**src/design/ptq_pkg.sv**
```systemverilog
// ----------------------------------------------------------------------------
// ptq_pkg
// Shared types, codes and the ordering rule of the sorted task queue.
// ----------------------------------------------------------------------------
package ptq_pkg;

	localparam int IdW    = 16;
	localparam int PrioW  = 8;
	localparam int TimeW  = 16;
	localparam int BatchW = 7;
	localparam int StatW  = 2;
	localparam int OccW   = 7;

	typedef enum logic {
		OP_INSERT  = 1'b0,
		OP_EXTRACT = 1'b1
	} ptq_op_t;

	localparam logic [StatW-1:0] ST_OK    = 2'd0;
	localparam logic [StatW-1:0] ST_FULL  = 2'd1;
	localparam logic [StatW-1:0] ST_EMPTY = 2'd2;

	typedef struct packed {
		logic [IdW-1:0]   id;
		logic [PrioW-1:0] prio;
		logic [TimeW-1:0] etime;
	} ptq_entry_t;

	typedef enum logic [1:0] {
		RES_INSERT,
		RES_FULL,
		RES_EMPTY,
		RES_POP
	} ptq_res_kind_t;

	typedef enum logic [1:0] {
		S_IDLE,
		S_INSERT,
		S_DONE
	} ptq_state_t;

	// controller to datapath
	typedef struct packed {
		logic          load_key;
		logic          ins_step;
		logic          pop;
		logic          res_load;
		ptq_res_kind_t res_kind;
	} ptq_cmd_t;

	// datapath to controller
	typedef struct packed {
		logic empty;
		logic fits;
		logic zero_batch;
		logic last;
	} ptq_sts_t;

	// held entry stays ahead of a new task with key (p, t)
	function automatic logic ptq_goes_ahead(ptq_entry_t e, logic [PrioW-1:0] p,
			logic [TimeW-1:0] t);
		if (e.prio != p) begin
			return e.prio > p;
		end
		return e.etime <= t;
	endfunction

endpackage

```
**src/design/ptq_ctrl.sv**
```systemverilog
// ----------------------------------------------------------------------------
// ptq_ctrl
// Controller: accepts words, sequences batch inserts, owns the result valid.
// ----------------------------------------------------------------------------
module ptq_ctrl (
	input  logic              clk,
	input  logic              arst_n,
	input  logic              s_tvalid,
	output logic              s_tready,
	input  logic              opcode,
	output logic              m_tvalid,
	input  logic              m_tready,
	input  ptq_pkg::ptq_sts_t sts,
	output ptq_pkg::ptq_cmd_t cmd
);
	import ptq_pkg::*;

	ptq_state_t state_q, state_d;
	logic       out_valid_q;
	logic       out_free;
	logic       take;

	assign out_free = !out_valid_q || m_tready;
	assign s_tready = (state_q == S_IDLE) && out_free;
	assign take     = s_tvalid && s_tready;
	assign m_tvalid = out_valid_q;

	always_ff @(posedge clk or negedge arst_n) begin
		if (!arst_n) begin
			state_q <= S_IDLE;
		end else begin
			state_q <= state_d;
		end
	end

	always_comb begin
		state_d      = state_q;
		cmd          = '0;
		cmd.res_kind = RES_INSERT;
		case (state_q)
			S_IDLE: begin
				if (take) begin
					if (opcode == OP_EXTRACT) begin
						cmd.res_load = 1'b1;
						if (sts.empty) begin
							cmd.res_kind = RES_EMPTY;
						end else begin
							cmd.res_kind = RES_POP;
							cmd.pop      = 1'b1;
						end
					end else if (!sts.fits) begin
						cmd.res_load = 1'b1;
						cmd.res_kind = RES_FULL;
					end else if (sts.zero_batch) begin
						cmd.res_load = 1'b1;
						cmd.res_kind = RES_INSERT;
					end else begin
						cmd.load_key = 1'b1;
						state_d      = S_INSERT;
					end
				end
			end
			S_INSERT: begin
				cmd.ins_step = 1'b1;
				if (sts.last) begin
					state_d = S_DONE;
				end
			end
			S_DONE: begin
				// hold until the output register can take the word
				if (out_free) begin
					cmd.res_load = 1'b1;
					cmd.res_kind = RES_INSERT;
					state_d      = S_IDLE;
				end
			end
			default: begin
				state_d = S_IDLE;
			end
		endcase
	end

	always_ff @(posedge clk or negedge arst_n) begin
		if (!arst_n) begin
			out_valid_q <= 1'b0;
		end else if (cmd.res_load) begin
			out_valid_q <= 1'b1;
		end else if (m_tready) begin
			out_valid_q <= 1'b0;
		end
	end

	a_no_overwrite: assert property (@(posedge clk) disable iff (!arst_n)
		(out_valid_q && !m_tready) |-> !cmd.res_load)
		else $error("pending result overwritten");

	a_last_to_done: assert property (@(posedge clk) disable iff (!arst_n)
		(state_q == S_INSERT && sts.last) |=> (state_q == S_DONE))
		else $error("batch end not followed by result stage");

	a_step_in_insert: assert property (@(posedge clk) disable iff (!arst_n)
		cmd.ins_step |-> !take)
		else $error("word accepted during batch insert");

endmodule

```
**config.mk**
```make
export PLATFORM = sky130hd
export DESIGN_NAME = ptq_ctrl
export DESIGN_NICKNAME = d
export VERILOG_FILES = /design/src/design/ptq_pkg.sv /design/src/design/ptq_ctrl.sv
export SDC_FILE = /design/constraint.sdc
export NUM_CORES = 1
export LEC_CHECK = 0
export CAP_MARGIN = 20
export CORE_AREA = 10 10 47 49
export DETAILED_ROUTE_END_ITERATION = 8
export DIE_AREA = 0 0 57 59
export DONT_BUFFER_PORTS = 1
export GPL_TIMING_DRIVEN = 0
export PLACE_DENSITY = 0.36
export SETUP_SLACK_MARGIN = 0.05
export SLEW_MARGIN = 20
export SYNTH_ARGS = -nofsm -noshare
export SYNTH_HDL_FRONTEND = slang
export SYNTH_SLANG_ARGS = --single-unit
```
**constraint.sdc**
```tcl
create_clock -name clk -period 2.7 [get_ports clk]
set_input_delay 0.27 -clock clk [delete_from_list [all_inputs] [get_ports clk]]
set_output_delay 0.27 -clock clk [all_outputs]
set_load 0.01 [all_outputs]
```
==> Implementation_results.wiki, run 1 <==
{| class="wikitable"
! Metric !! Value
|-
| Number of core rows || 14
|-
| Total of endpoints with negative setup slack in the final report || 0
|-
| Total wire length || between 600 and 700 µm
|-
| Buffer levels on the longest clock path || 2
|-
| Count of boundary I/O pins || 17
|-
| Highest attainable clock frequency || 589 MHz
|-
| Worst-path fanout max || 4
|-
| Via count of the first global-routing pass || between 200 and 250
|-
| Share of the yosys chip area belonging to registers || 0.370
|-
| Peak ir drop on the vdd network || ~0.21 mV
|-
| Setup WS post-layout || between 1 and 1.5 ns
|-
| Synth Warn # || 0
|-
| Clock Tree Root || sky130_fd_sc_hd__clkbuf_4
|-
| Worst hold slack after final layout || around 0.21 ns
|-
| Number of synthesized register bits || 3
|-
| Arrival time of the worst setup path || approximately 1.4 ns
|-
| Library cell occupying the most area in the post-synthesis netlist || sky130_fd_sc_hd__dfrtp_1
|-
| Highest cell delay on the worst timing path || 0.45 ns
|-
| Internal power consumption || ~110 µW
|-
| Largest delay share family, worst path || compound AO/OA/AOI/OAI gates
|-
| Post-synthesis average cell area || 8.11 µm²
|-
| Endpoint class of the critical path || output port
|-
| Number of buffers inserted during clock tree synthesis || 3
|-
| DR top layer || met3
|-
| Antenna Diode Count || 0
|-
| Post-synthesis to final-layout area growth || 27.8%
|-
| Critical Setup Path Class || register to output port
|-
| Period utilisation layout || 0.629
|-
| Post-route met1 wirelength || approximately 190 µm
|-
| Number of antenna violations at the first check in global routing || 0
|-
| Net count of the mapped netlist || 34
|-
| Minimum clock period after layout || between 1.5 and 2 ns
|-
| Max-capacitance violation count || 0
|-
| Switching share of total power || 0.272
|-
| Sequence of cells on the critical path || nand2b_1 > nand4_1 > a211oi_1
|-
| Final instance count without filler cells || 46
|-
| Post-route design area || around 260 µm²
|-
| Die Area || around 3400 µm²
|-
| Main area contributors after synthesis || sky130_fd_sc_hd__dfrtp_1 37%, sky130_fd_sc_hd__nor3_1 7.4%, sky130_fd_sc_hd__nor2_1 7.4%, sky130_fd_sc_hd__nand2b_1 6.2%, sky130_fd_sc_hd__inv_1 5.6%
|-
| TritonCTS clock tree || yes
|-
| Worst-case headroom to the max-slew limit || 0.713
|-
| Critical-path cell with the highest stage delay || sky130_fd_sc_hd__a211oi_1
|-
| Effective utilization at floorplan || 0.145
|-
| Count of buffering cells on the critical path with inverters included || 0
|-
| Final nets || 40
|-
| Met2 WL post-DR || 209 µm
|-
| Final weighted congestion of routability-driven global placement || a little over 0.7
|-
| Detailed-routing iteration count for the pre-antenna-repair pass || 2
|-
| Die Ht || 59 µm
|-
| Post-place instance area || approximately 220 µm²
|-
| Die width || between 50 and 60 µm
|-
| TritonCTS Sinks || 3
|-
| Run status || completed
|-
| Post-Synthesis Cells || 25
|-
| Number of setup buffers added after CTS || 0
|-
| Clock network power share || 0.486
|-
| Total Neg Setup Slack || 0 ns
|-
| Slew @ Worst Pin || roughly 0.43 ns
|-
| H-tree level count || 1
|-
| Pin count of the biggest net entering global routing || 8
|-
| Kind of launch point of the worst setup path || register
|-
| Routed wirelength normalized by instance count || roughly 14 µm
|-
| Power Dens Cells || 601 nW/µm²
|-
| WL met3 || around 240 µm
|-
| Remaining global-route overflow || 0
|-
| Worst setup skew after layout || 0.00328 ns
|-
| Number of pins with negative max-slew slack in the final report || 0
|-
| Placed insts || 41
|-
| Post-synth top area share || 0.370
|-
| CTS hold repair buffers || 1
|-
| Post-Syn Area || between 200 and 250 µm²
|-
| Proportion of power drawn by combinational gates || 0.170
|-
| Starting DRC count in detailed routing || 8
|-
| Detail Route Antenna Nets || 0
|-
| Lkg Pwr || 0.000106 µW
|-
| Type of the tightest min-delay check || primary input to register
|-
| Register share of total power || 0.344
|-
| Switching power total || 42.3 µW
|-
| Number of hold violations in the final report || 0
|-
| Share of cells above drive strength 1 || 0.167
|-
| GR Util All Layers || 0.0390
|-
| Vias after detailed routing || ~210
|-
| Count of fill cells added during filler insertion || 162
|-
| Via-per-instance ratio || between 4 and 5
|-
| Number of gates given a new drive strength after cts || 0
|-
| Worst endpoint required time || 2.43 ns
|-
| Dpl ws || 1.22 ns
|-
| I/O Buffers || 0
|-
| Global-route wire length before repair || 1.00 mm
|-
| CORE AREA || 1400 µm²
|-
| Clk Latency, worst-skew pair || 0.23 ns
|-
| Unrepaired setup endpoints after global routing || no
|-
| Half-perimeter wire length after placement || 576 µm
|-
| Number of unique standard cell types used by synthesis || 14
|-
| Clock-pin slew of the registers on the worst-case setup and hold paths || ~0.040 ns
|-
| Residual DRC count || 0
|}
per-layer routing:
layer | track usage | up-vias
met4 | 0.0201 | 0
met5 | 0 | -
met2 | 0.0419 | 20
met1 | 0.0322 | 96
met3 | 0.0644 | 0
li1 | - | 98
power groups by stage:
| stage | Combinational (µW) | Clock, µW | Sequential, µW |
|---|---|---|---|
| after floorplan | 20.2 | 0 | 52.9 |
| after global placement | 24.2 | 0 | 54.1 |
| after detailed placement | 24.7 | 0 | 54.3 |
| after CTS | 26.8 | 78.6 | 53.7 |
| after global routing | 29.6 | 84.4 | 54.3 |
| final | 26.4 | 75.6 | 53.6 |
cells in the mapped netlist (all sizes together):
| master | instances |
|---|---|
| nor2b | 1 |
| nor2 | 4 |
| or4b | 1 |
| a21oi | 2 |
| a22o | 1 |
| dfrtp | 3 |
| nand4 | 1 |
| inv | 3 |
| o21ai | 1 |
| nand2b | 2 |
| nor3 | 3 |
| a211oi | 1 |
| or3b | 1 |
| and2b | 1 |
flip-flops by register name, summed over array words and instances, names as in the netlist:
| register | cells |
|---|---|
| m_tvalid | 1 |
| state_q | 2 |
layout by cell type (no fill, tap or decap):
cell                            netlist  layout
sky130_fd_sc_hd__nor2_1               4       4
sky130_fd_sc_hd__dlygate4sd3_1        0       1
sky130_fd_sc_hd__or4b_1               1       1
sky130_fd_sc_hd__nand2b_1             2       2
sky130_fd_sc_hd__a21oi_1              2       2
sky130_fd_sc_hd__nor3_1               3       3
sky130_fd_sc_hd__and2b_2              1       1
sky130_fd_sc_hd__nand4_1              1       1
sky130_fd_sc_hd__inv_1                3       3
sky130_fd_sc_hd__dfrtp_1              3       3
sky130_fd_sc_hd__a211oi_1             1       1
sky130_fd_sc_hd__a22o_1               1       1
sky130_fd_sc_hd__nor2b_1              1       1
sky130_fd_sc_hd__or3b_4               1       1
sky130_fd_sc_hd__clkbuf_4             0       3
sky130_fd_sc_hd__o21ai_0              1       1
sky130_fd_sc_hd__clkbuf_1             0       1
stage by stage:
step / total power (µW) / utilization
2_1_floorplan: 73.2 / -
3_3_place_gp: 78.4 / 0.159
3_5_place_dp: 78.9 / 0.159
4_1_cts: 159 / 0.185
5_1_grt: 168 / 0.185
6_report: 156 / 0.185
cells by family after synthesis:
| group | synth area share |
|---|---|
| AND/OR/NAND/NOR | 0.420 |
| AO/OA/AOI/OAI | 0.154 |
| flip-flops | 0.370 |
| buffers and inverters | 0.0556 |
cell type report:
type                    count  area (µm²)  area share
well taps                  16        20.0      0.0773
multi-input cells          19         116       0.449
repair buffers              1        10.0      0.0386
inverters                   3        11.3      0.0435
flip-flops and latches      3        75.1       0.290
clock buffers               4        26.3       0.101
final timing paths:
path | start | end | slack [ns] | cells after the start
worst max-delay path | m_tvalid | cmd[0] | 1.00 | 3
worst min register to register | state_q[1] | state_q[0] | 0.50 | 1
worst min-delay path | sts[0] | state_q[1] | 0.21 | 1
min in group asynchronous | arst_n | state_q[0] | 0.29 | 1
worst max register to register | m_tvalid | state_q[0] | 1.35 | 3
max in group asynchronous | arst_n | state_q[1] | 2.26 | 1
No activity file was read; power rests on OpenSTA's default activity.
==> run 2: changes to the inputs <==
- clock period: 2.7 -> 1.6 ns (I/O delays scaled with it)
==> run 2 against run 1 <==
Combinational power up 77%. Die area unchanged. Hold slack got worse by 0.11 ns. Via count shrank 0.47%. Total power grew 70%. Routed wire length is 1.9% higher. Cell area increased by 3.9%. Critical path depth is the same. Utilization is 0.71 points higher. Setup slack lost 0.86 ns. Global-route usage unchanged. Largest power group unchanged.
==> Implementation_results.wiki, run 2 (synthesis results as in run 1) <==
{| class="wikitable"
! Metric !! Value
|-
| Most frequent standard cell in the layout excluding fill and tap cells || sky130_fd_sc_hd__nor2_1
|-
| CORE AREA || around 1400 µm²
|-
| Final Total Pwr || approximately 260 µW
|-
| Starting DRC count in detailed routing || 4
|-
| Pin count of the biggest net entering global routing || 8
|-
| TritonCTS clock tree || yes
|-
| Routed wirelength normalized by instance count || about 14 µm
|-
| H-tree level count || 1
|-
| Final weighted congestion of routability-driven global placement || 0.721
|-
| Total of endpoints with negative setup slack in the final report || 0
|-
| Peak ir drop on the vdd network || 0.362 mV
|-
| GR Util All Layers || 0.0390
|-
| Total wire length || about 660 µm
|-
| Die width || between 50 and 60 µm
|-
| Count of fill cells added during filler insertion || approximately 160
|-
| TritonCTS Sinks || 3
|-
| Final nets || 40
|-
| Number of hold violations in the final report || 0
|-
| Slew @ Worst Pin || 0.411 ns
|-
| Antenna Diode Count || 0
|-
| Number of setup buffers added after CTS || 0
|-
| Largest register by flop count || state_q
|-
| Hold depth || 1
|-
| Residual DRC count || 0
|-
| Clock-pin slew of the registers on the worst-case setup and hold paths || around 0.040 ns
|-
| Global-route wire length before repair || 1.00 mm
|-
| Worst-case headroom to the max-slew limit || 0.724
|-
| Stages on worst setup path || 3
|-
| Depth of the worst register-to-register path || 3
|-
| I/O Buffers || 0
|-
| Lkg Pwr || about 0.00011 µW
|-
| Via count of the first global-routing pass || around 220
|-
| Highest attainable clock frequency || between 600 and 700 MHz
|-
| Minimum clock period after layout || roughly 1.5 ns
|-
| Detail Route Antenna Nets || 0
|-
| Critical-path cell with the highest stage delay || sky130_fd_sc_hd__dfrtp_1
|-
| Via-per-instance ratio || about 4.6
|-
| Worst-path fanout max || 4
|-
| Unrepaired setup endpoints after global routing || yes
|-
| Top library cells by usage in the layout, fill and taps aside || 4 x sky130_fd_sc_hd__nor2_1, 3 x sky130_fd_sc_hd__inv_1, 3 x sky130_fd_sc_hd__clkbuf_4, 3 x sky130_fd_sc_hd__dfrtp_1
|-
| Arrival time of the worst setup path || 1.30 ns
|-
| Half-perimeter wire length after placement || about 580 µm
|-
| Die Ht || 59 µm
|-
| Highest cell delay on the worst timing path || around 0.42 ns
|-
| Power Dens Cells || around 1000 nW/µm²
|-
| Number of antenna violations at the first check in global routing || 0
|-
| Buffer levels on the longest clock path || 2
|-
| Die Area || between 3000 and 4000 µm²
|-
| Number of core rows || 14
|-
| Number of buffers inserted during clock tree synthesis || 3
|-
| Critical Setup Path Class || register to output port
|-
| Kind of launch point of the worst setup path || register
|-
| Total Neg Setup Slack || 0 ns
|-
| Period utilisation layout || 0.914
|-
| Detailed-routing iteration count for the pre-antenna-repair pass || 3
|-
| Number of flip-flops under the largest register name || 2
|-
| Vias after detailed routing || 213
|-
| Remaining global-route overflow || 0
|-
| Largest delay share family, worst path || flip-flops
|-
| Type of the tightest min-delay check || primary input to register
|-
| Endpoint class of the critical path || output port
|-
| Post-synthesis to final-layout area growth || 32.7%
|-
| Number of pins with negative max-slew slack in the final report || 0
|-
| Worst endpoint required time || approximately 1.4 ns
|-
| Max-capacitance violation count || 0
|-
| Count of boundary I/O pins || 17
|-
| Clk Latency, worst-skew pair || ~0.23 ns
|-
| Share of cells above drive strength 1 || 0.233
|-
| Count of buffering cells on the critical path with inverters included || 0
|-
| Clock Tree Root || sky130_fd_sc_hd__clkbuf_4
|-
| Run status || completed
|-
| Effective utilization at floorplan || 0.145
|-
| Sequence of cells on the critical path || nand2b_1 > nand4_1 > a211oi_2
|-
| Worst setup skew after layout || between 0.003 and 0.004 ns
|}
## run 2: cell counts in the layout (fill, tap and decap cells not counted)
Identical to the previous run, type by type.
## run 2: cell type report
class                   count  area [µm²]  area share
multi-input cells          19         126       0.470
flip-flops and latches      3        75.1       0.279
clock buffers               4        26.3      0.0977
well taps                  16        20.0      0.0744
inverters                   3        11.3      0.0419
repair buffers              1        10.0      0.0372
## run 2: path summary, 6_finish.rpt
check / slack (ns) / startpoint / end
setup / recovery: 0.14 / m_tvalid / cmd[0]
max in group asynchronous: 1.27 / arst_n / state_q[1]
hold / removal: 0.09 / sts[0] / state_q[1]
setup reg to reg: 0.24 / m_tvalid / state_q[0]
min in group asynchronous: 0.18 / arst_n / m_tvalid
hold reg to reg: 0.51 / state_q[1] / state_q[0]
## run 2: what timing repair did
action | in CTS | in global routing
gates resized for setup | 1 | 1
hold endpoints to repair | 3 | 0
endpoints found under the setup margin | 1 | 2
hold buffers | 1 | 0
pin swaps | 0 | 2
## run 2: metrics by stage
stage          instance area [µm²]  cells  hold slack (ns)   util  worst slack, ns
3_3_place_gp                   223     41           -0.135  0.159            0.244
5_1_grt                        269     46           0.0881  0.192           0.0403
3_5_place_dp                   223     41           -0.135  0.159            0.225
2_1_floorplan                  203     25           -0.136      -            0.338
4_1_cts                        264     46           0.0937  0.188           0.0531
6_report                       269     46           0.0934  0.192            0.138
## run 2: report_power, final
group          switching (µW)  internal, µW  leakage, µW  total [µW]
Combinational            29.7          16.9    0.0000552        46.6
Clock                    34.3          93.1    0.0000150         127
Sequential               8.61          82.0    0.0000386        90.6
## run 2: layer usage
metal  vias up  share of wire  track usage
li1         97              -            -
met1        98           0.37       0.0322
met2        18           0.33       0.0419
met3         0           0.30       0.0644
met4         0              0       0.0201
met5         -              0            0
==> run 3: changes to the inputs <==
- ABC_AREA: unset -> 1
- PLACE_DENSITY: 0.36 -> 0.4
- clock period: 1.6 -> 1.57 ns (I/O delays scaled with it)
==> run 3 against run 2 <==
Total power is 81% higher. Sequential cell count stayed put. Combinational power grew to 4.2 times the previous value. Cell area rose by 13%. Via count grew 7.5%. Clock skew fell by 0.0026 ns. Setup slack better by 0.0047 ns. Critical path depth is 2 higher. Die area unchanged. Sequential share of layout area shrank 3.3 points. Clock power up 6%. Utilization grew 2.6 points. Critical endpoint is now cmd[2]. Largest power group is now combinational logic. Highest routed layer unchanged.
==> Implementation_results.wiki, run 3 <==
{| class="wikitable"
! Metric !! Value
|-
| Highest attainable clock frequency || approximately 700 MHz
|-
| Worst-case headroom to the max-slew limit || 0.811
|-
| Ys async rst share || 1.00
|-
| Largest register by flop count || state_q
|-
| Top library cells by usage in the layout, fill and taps aside || 9 x sky130_fd_sc_hd__nand2_1, 7 x sky130_fd_sc_hd__inv_1, 7 x sky130_fd_sc_hd__nor2_1
|-
| Post-synthesis adder-cell area fraction || 0
|-
| WL met3 || 38 µm
|-
| Detail Route Antenna Nets || 0
|-
| Total of endpoints with negative setup slack in the final report || 0
|-
| Global-route wire length before repair || 1.04 mm
|-
| Power Dens Cells || 1570 nW/µm²
|-
| Area taken by flip-flops and latches || between 70 and 80 µm²
|-
| Number of pins with negative max-slew slack in the final report || 0
|-
| GR Util All Layers || 0.0402
|-
| Number of setup buffers added after CTS || 0
|-
| Post-Synthesis Cells || 39
|-
| TritonCTS Sinks || 3
|-
| Cell types with the highest counts after synthesis || 9 x sky130_fd_sc_hd__nand2_1, 7 x sky130_fd_sc_hd__inv_1, 7 x sky130_fd_sc_hd__nor2_1
|-
| Post-synthesis to final-layout area growth || 22.6%
|-
| Buffer levels on the longest clock path || 2
|-
| Share of the synthesized area in compound gates (AO/OA/AOI/OAI) || 0.0955
|-
| Count of fill cells added during filler insertion || 170
|-
| Setup slack on the worst flop-to-flop path || ~0.55 ns
|-
| Routed wirelength normalized by instance count || ~11 µm
|-
| Post-route met1 wirelength || 273 µm
|-
| Worst-path fanout max || 6
|-
| Post-Syn Area || 249 µm²
|-
| Residual DRC count || 0
|-
| Number of unique standard cell types used by synthesis || 13
|-
| Endpoint class of the critical path || output port
|-
| Simple-gate area share of the yosys netlist || 0.482
|-
| Critical Setup Path Class || register to output port
|-
| Final weighted congestion of routability-driven global placement || around 0.63
|-
| Antenna Diode Count || 0
|-
| Via count of the first global-routing pass || 258
|-
| Kind of launch point of the worst setup path || register
|-
| Clock Tree Root || sky130_fd_sc_hd__clkbuf_4
|-
| Number of antenna violations at the first check in global routing || 0
|-
| Peak ir drop on the vdd network || roughly 0.54 mV
|-
| Lkg Pwr || 0.000157 µW
|-
| Pin count of the biggest net entering global routing || 7
|-
| Arrival time of the worst setup path || around 1.3 ns
|-
| Share of cells above drive strength 1 || 0.273
|-
| Minimum clock period after layout || between 1 and 1.5 ns
|-
| Dominant combinational cell family by area after synthesis || simple AND/OR/NAND/NOR gates
|-
| Final nets || 54
|-
| Die Ht || approximately 60 µm
|-
| TritonCTS clock tree || yes
|-
| Net count of the mapped netlist || between 40 and 50
|-
| Remaining global-route overflow || 0
|-
| Cell with the most instances after synthesis || sky130_fd_sc_hd__nand2_1
|-
| Post-synth top area share || 0.302
|-
| Run status || completed
|-
| Met2 WL post-DR || about 360 µm
|-
| Type of the tightest min-delay check || primary input to register
|-
| H-tree level count || 1
|-
| DR top layer || met3
|-
| Half-perimeter wire length after placement || about 580 µm
|-
| Total Neg Setup Slack || 0 ns
|-
| Clk Latency, worst-skew pair || about 0.23 ns
|-
| Main area contributors after synthesis || sky130_fd_sc_hd__dfrtp_1 30%, sky130_fd_sc_hd__nand2_1 14%, sky130_fd_sc_hd__inv_1 11%, sky130_fd_sc_hd__nor2_1 11%, sky130_fd_sc_hd__nand3_2 8.0%
|-
| Die Area || ~3400 µm²
|-
| Number of core rows || 14
|-
| Post-synthesis average cell area || 6.38 µm²
|-
| Max-capacitance violation count || 0
|-
| Multi-input gate area in the final layout || between 100 and 150 µm²
|-
| Detailed-routing iteration count for the pre-antenna-repair pass || 2
|-
| Post-Synth XOR/XNOR Area || 0
|-
| Vias after detailed routing || around 230
|-
| Post-synth top flop || sky130_fd_sc_hd__dfrtp_1
|-
| Die width || ~57 µm
|-
| Clock-pin slew of the registers on the worst-case setup and hold paths || about 0.040 ns
|-
| I/O Buffers || 0
|-
| Depth of the worst register-to-register path || 5
|-
| Total wire length || approximately 670 µm
|-
| Library cell occupying the most area in the post-synthesis netlist || sky130_fd_sc_hd__dfrtp_1
|-
| Number of flip-flops under the largest register name || 2
|-
| Number of buffers inserted during clock tree synthesis || 3
|-
| Number of hold violations in the final report || 0
|-
| WHS Endpoint || state_q[1]
|-
| Slew @ Worst Pin || 0.282 ns
|-
| Share of cell area taken by muxes after synthesis || 0
|-
| Most frequent standard cell in the layout excluding fill and tap cells || sky130_fd_sc_hd__nand2_1
|-
| CORE AREA || between 1000 and 1500 µm²
|-
| Origin of the worst min-delay path || opcode
|-
| Share of the yosys chip area belonging to registers || 0.302
|-
| Hold depth || 3
|-
| Final Total Pwr || 479 µW
|-
| Synth Warn # || 0
|-
| Worst endpoint required time || approximately 1.4 ns
|-
| Via-per-instance ratio || between 3 and 4
|-
| Post-synth EDFFs || 0
|-
| Period utilisation layout || 0.909
|-
| Number of synthesized register bits || 3
|-
| Count of boundary I/O pins || 17
|-
| Worst flop-to-flop path startpoint || state_q[1]
|-
| Worst setup skew after layout || 0.00104 ns
|-
| Effective utilization at floorplan || 0.178
|-
| Reg2Reg Capture Point || m_tvalid
|-
| Starting DRC count in detailed routing || 6
|-
| Unrepaired setup endpoints after global routing || no
|}
run 3: timing repair:
item | CTS | global route
hold buffers | 1 | 0
gates resized for setup | 0 | 1
endpoints found under the setup margin | 0 | 1
endpoints found under the hold margin | 3 | 0
run 3: layer usage:
metal,up-vias,global-route usage
met4,0,0.0302
met3,0,0.0236
met5,-,0
met2,7,0.0620
met1,93,0.0391
li1,129,-
run 3: worst max-delay path by stage:
stage / startpoint / endpoint / slack (ns) / cells past startpoint
after global routing: state_q[1] / cmd[2] / 0.05 / 5
final: state_q[1] / cmd[2] / 0.14 / 5
after CTS: state_q[1] / cmd[2] / 0.1 / 5
after global placement: state_q[1] / cmd[2] / 0.35 / 5
after floorplan: state_q[1] / cmd[2] / 0.48 / 5
after detailed placement: state_q[1] / cmd[2] / 0.35 / 5
run 3: where the power goes:
| group | internal, µW | switching, µW | leakage [µW] | total [µW] |
|---|---|---|---|---|
| Sequential | 105 | 41.7 | 0.0000372 | 147 |
| Clock | 95.3 | 40.1 | 0.0000150 | 135 |
| Combinational | 64.8 | 131 | 0.000105 | 196 |
run 3: cell type report:
class                           count  share of cell area
Multi-Input combinational cell     28               0.471
Sequential cell                     3               0.246
Inverter                            8              0.0984
Clock buffer                        4              0.0861
Tap cell                           16              0.0656
Timing Repair Buffer                1              0.0328
run 3: through the flow:
step                hold WS [ns]  instance area (µm²)  cells  setup slack [ns]  utilization
floorplan                 -0.139                  249     39             0.481            -
global placement          -0.138                  269     55             0.345        0.192
detailed placement        -0.138                  269     55             0.349        0.192
CTS                       0.0851                  305     60            0.0962        0.218
global route               0.103                  305     60            0.0502        0.218
finish                    0.0866                  305     60             0.142        0.218
run 3: logic make-up after synthesis:
| kind of cell | count (synthesis) |
|---|---|
| buffers and inverters | 8 |
| and+or+nand+nor | 24 |
| AOI/OAI and AO/OA | 4 |
| DFF | 3 |
run 3: critical path: stages, from the launching register on:
cell and delay (ns):
sky130_fd_sc_hd__dfrtp_1 0.43, sky130_fd_sc_hd__inv_1 0.08, sky130_fd_sc_hd__nand2_1 0.05, sky130_fd_sc_hd__nor2_2 0.20
sky130_fd_sc_hd__nand3_2 0.10, sky130_fd_sc_hd__o21ai_1 0.18
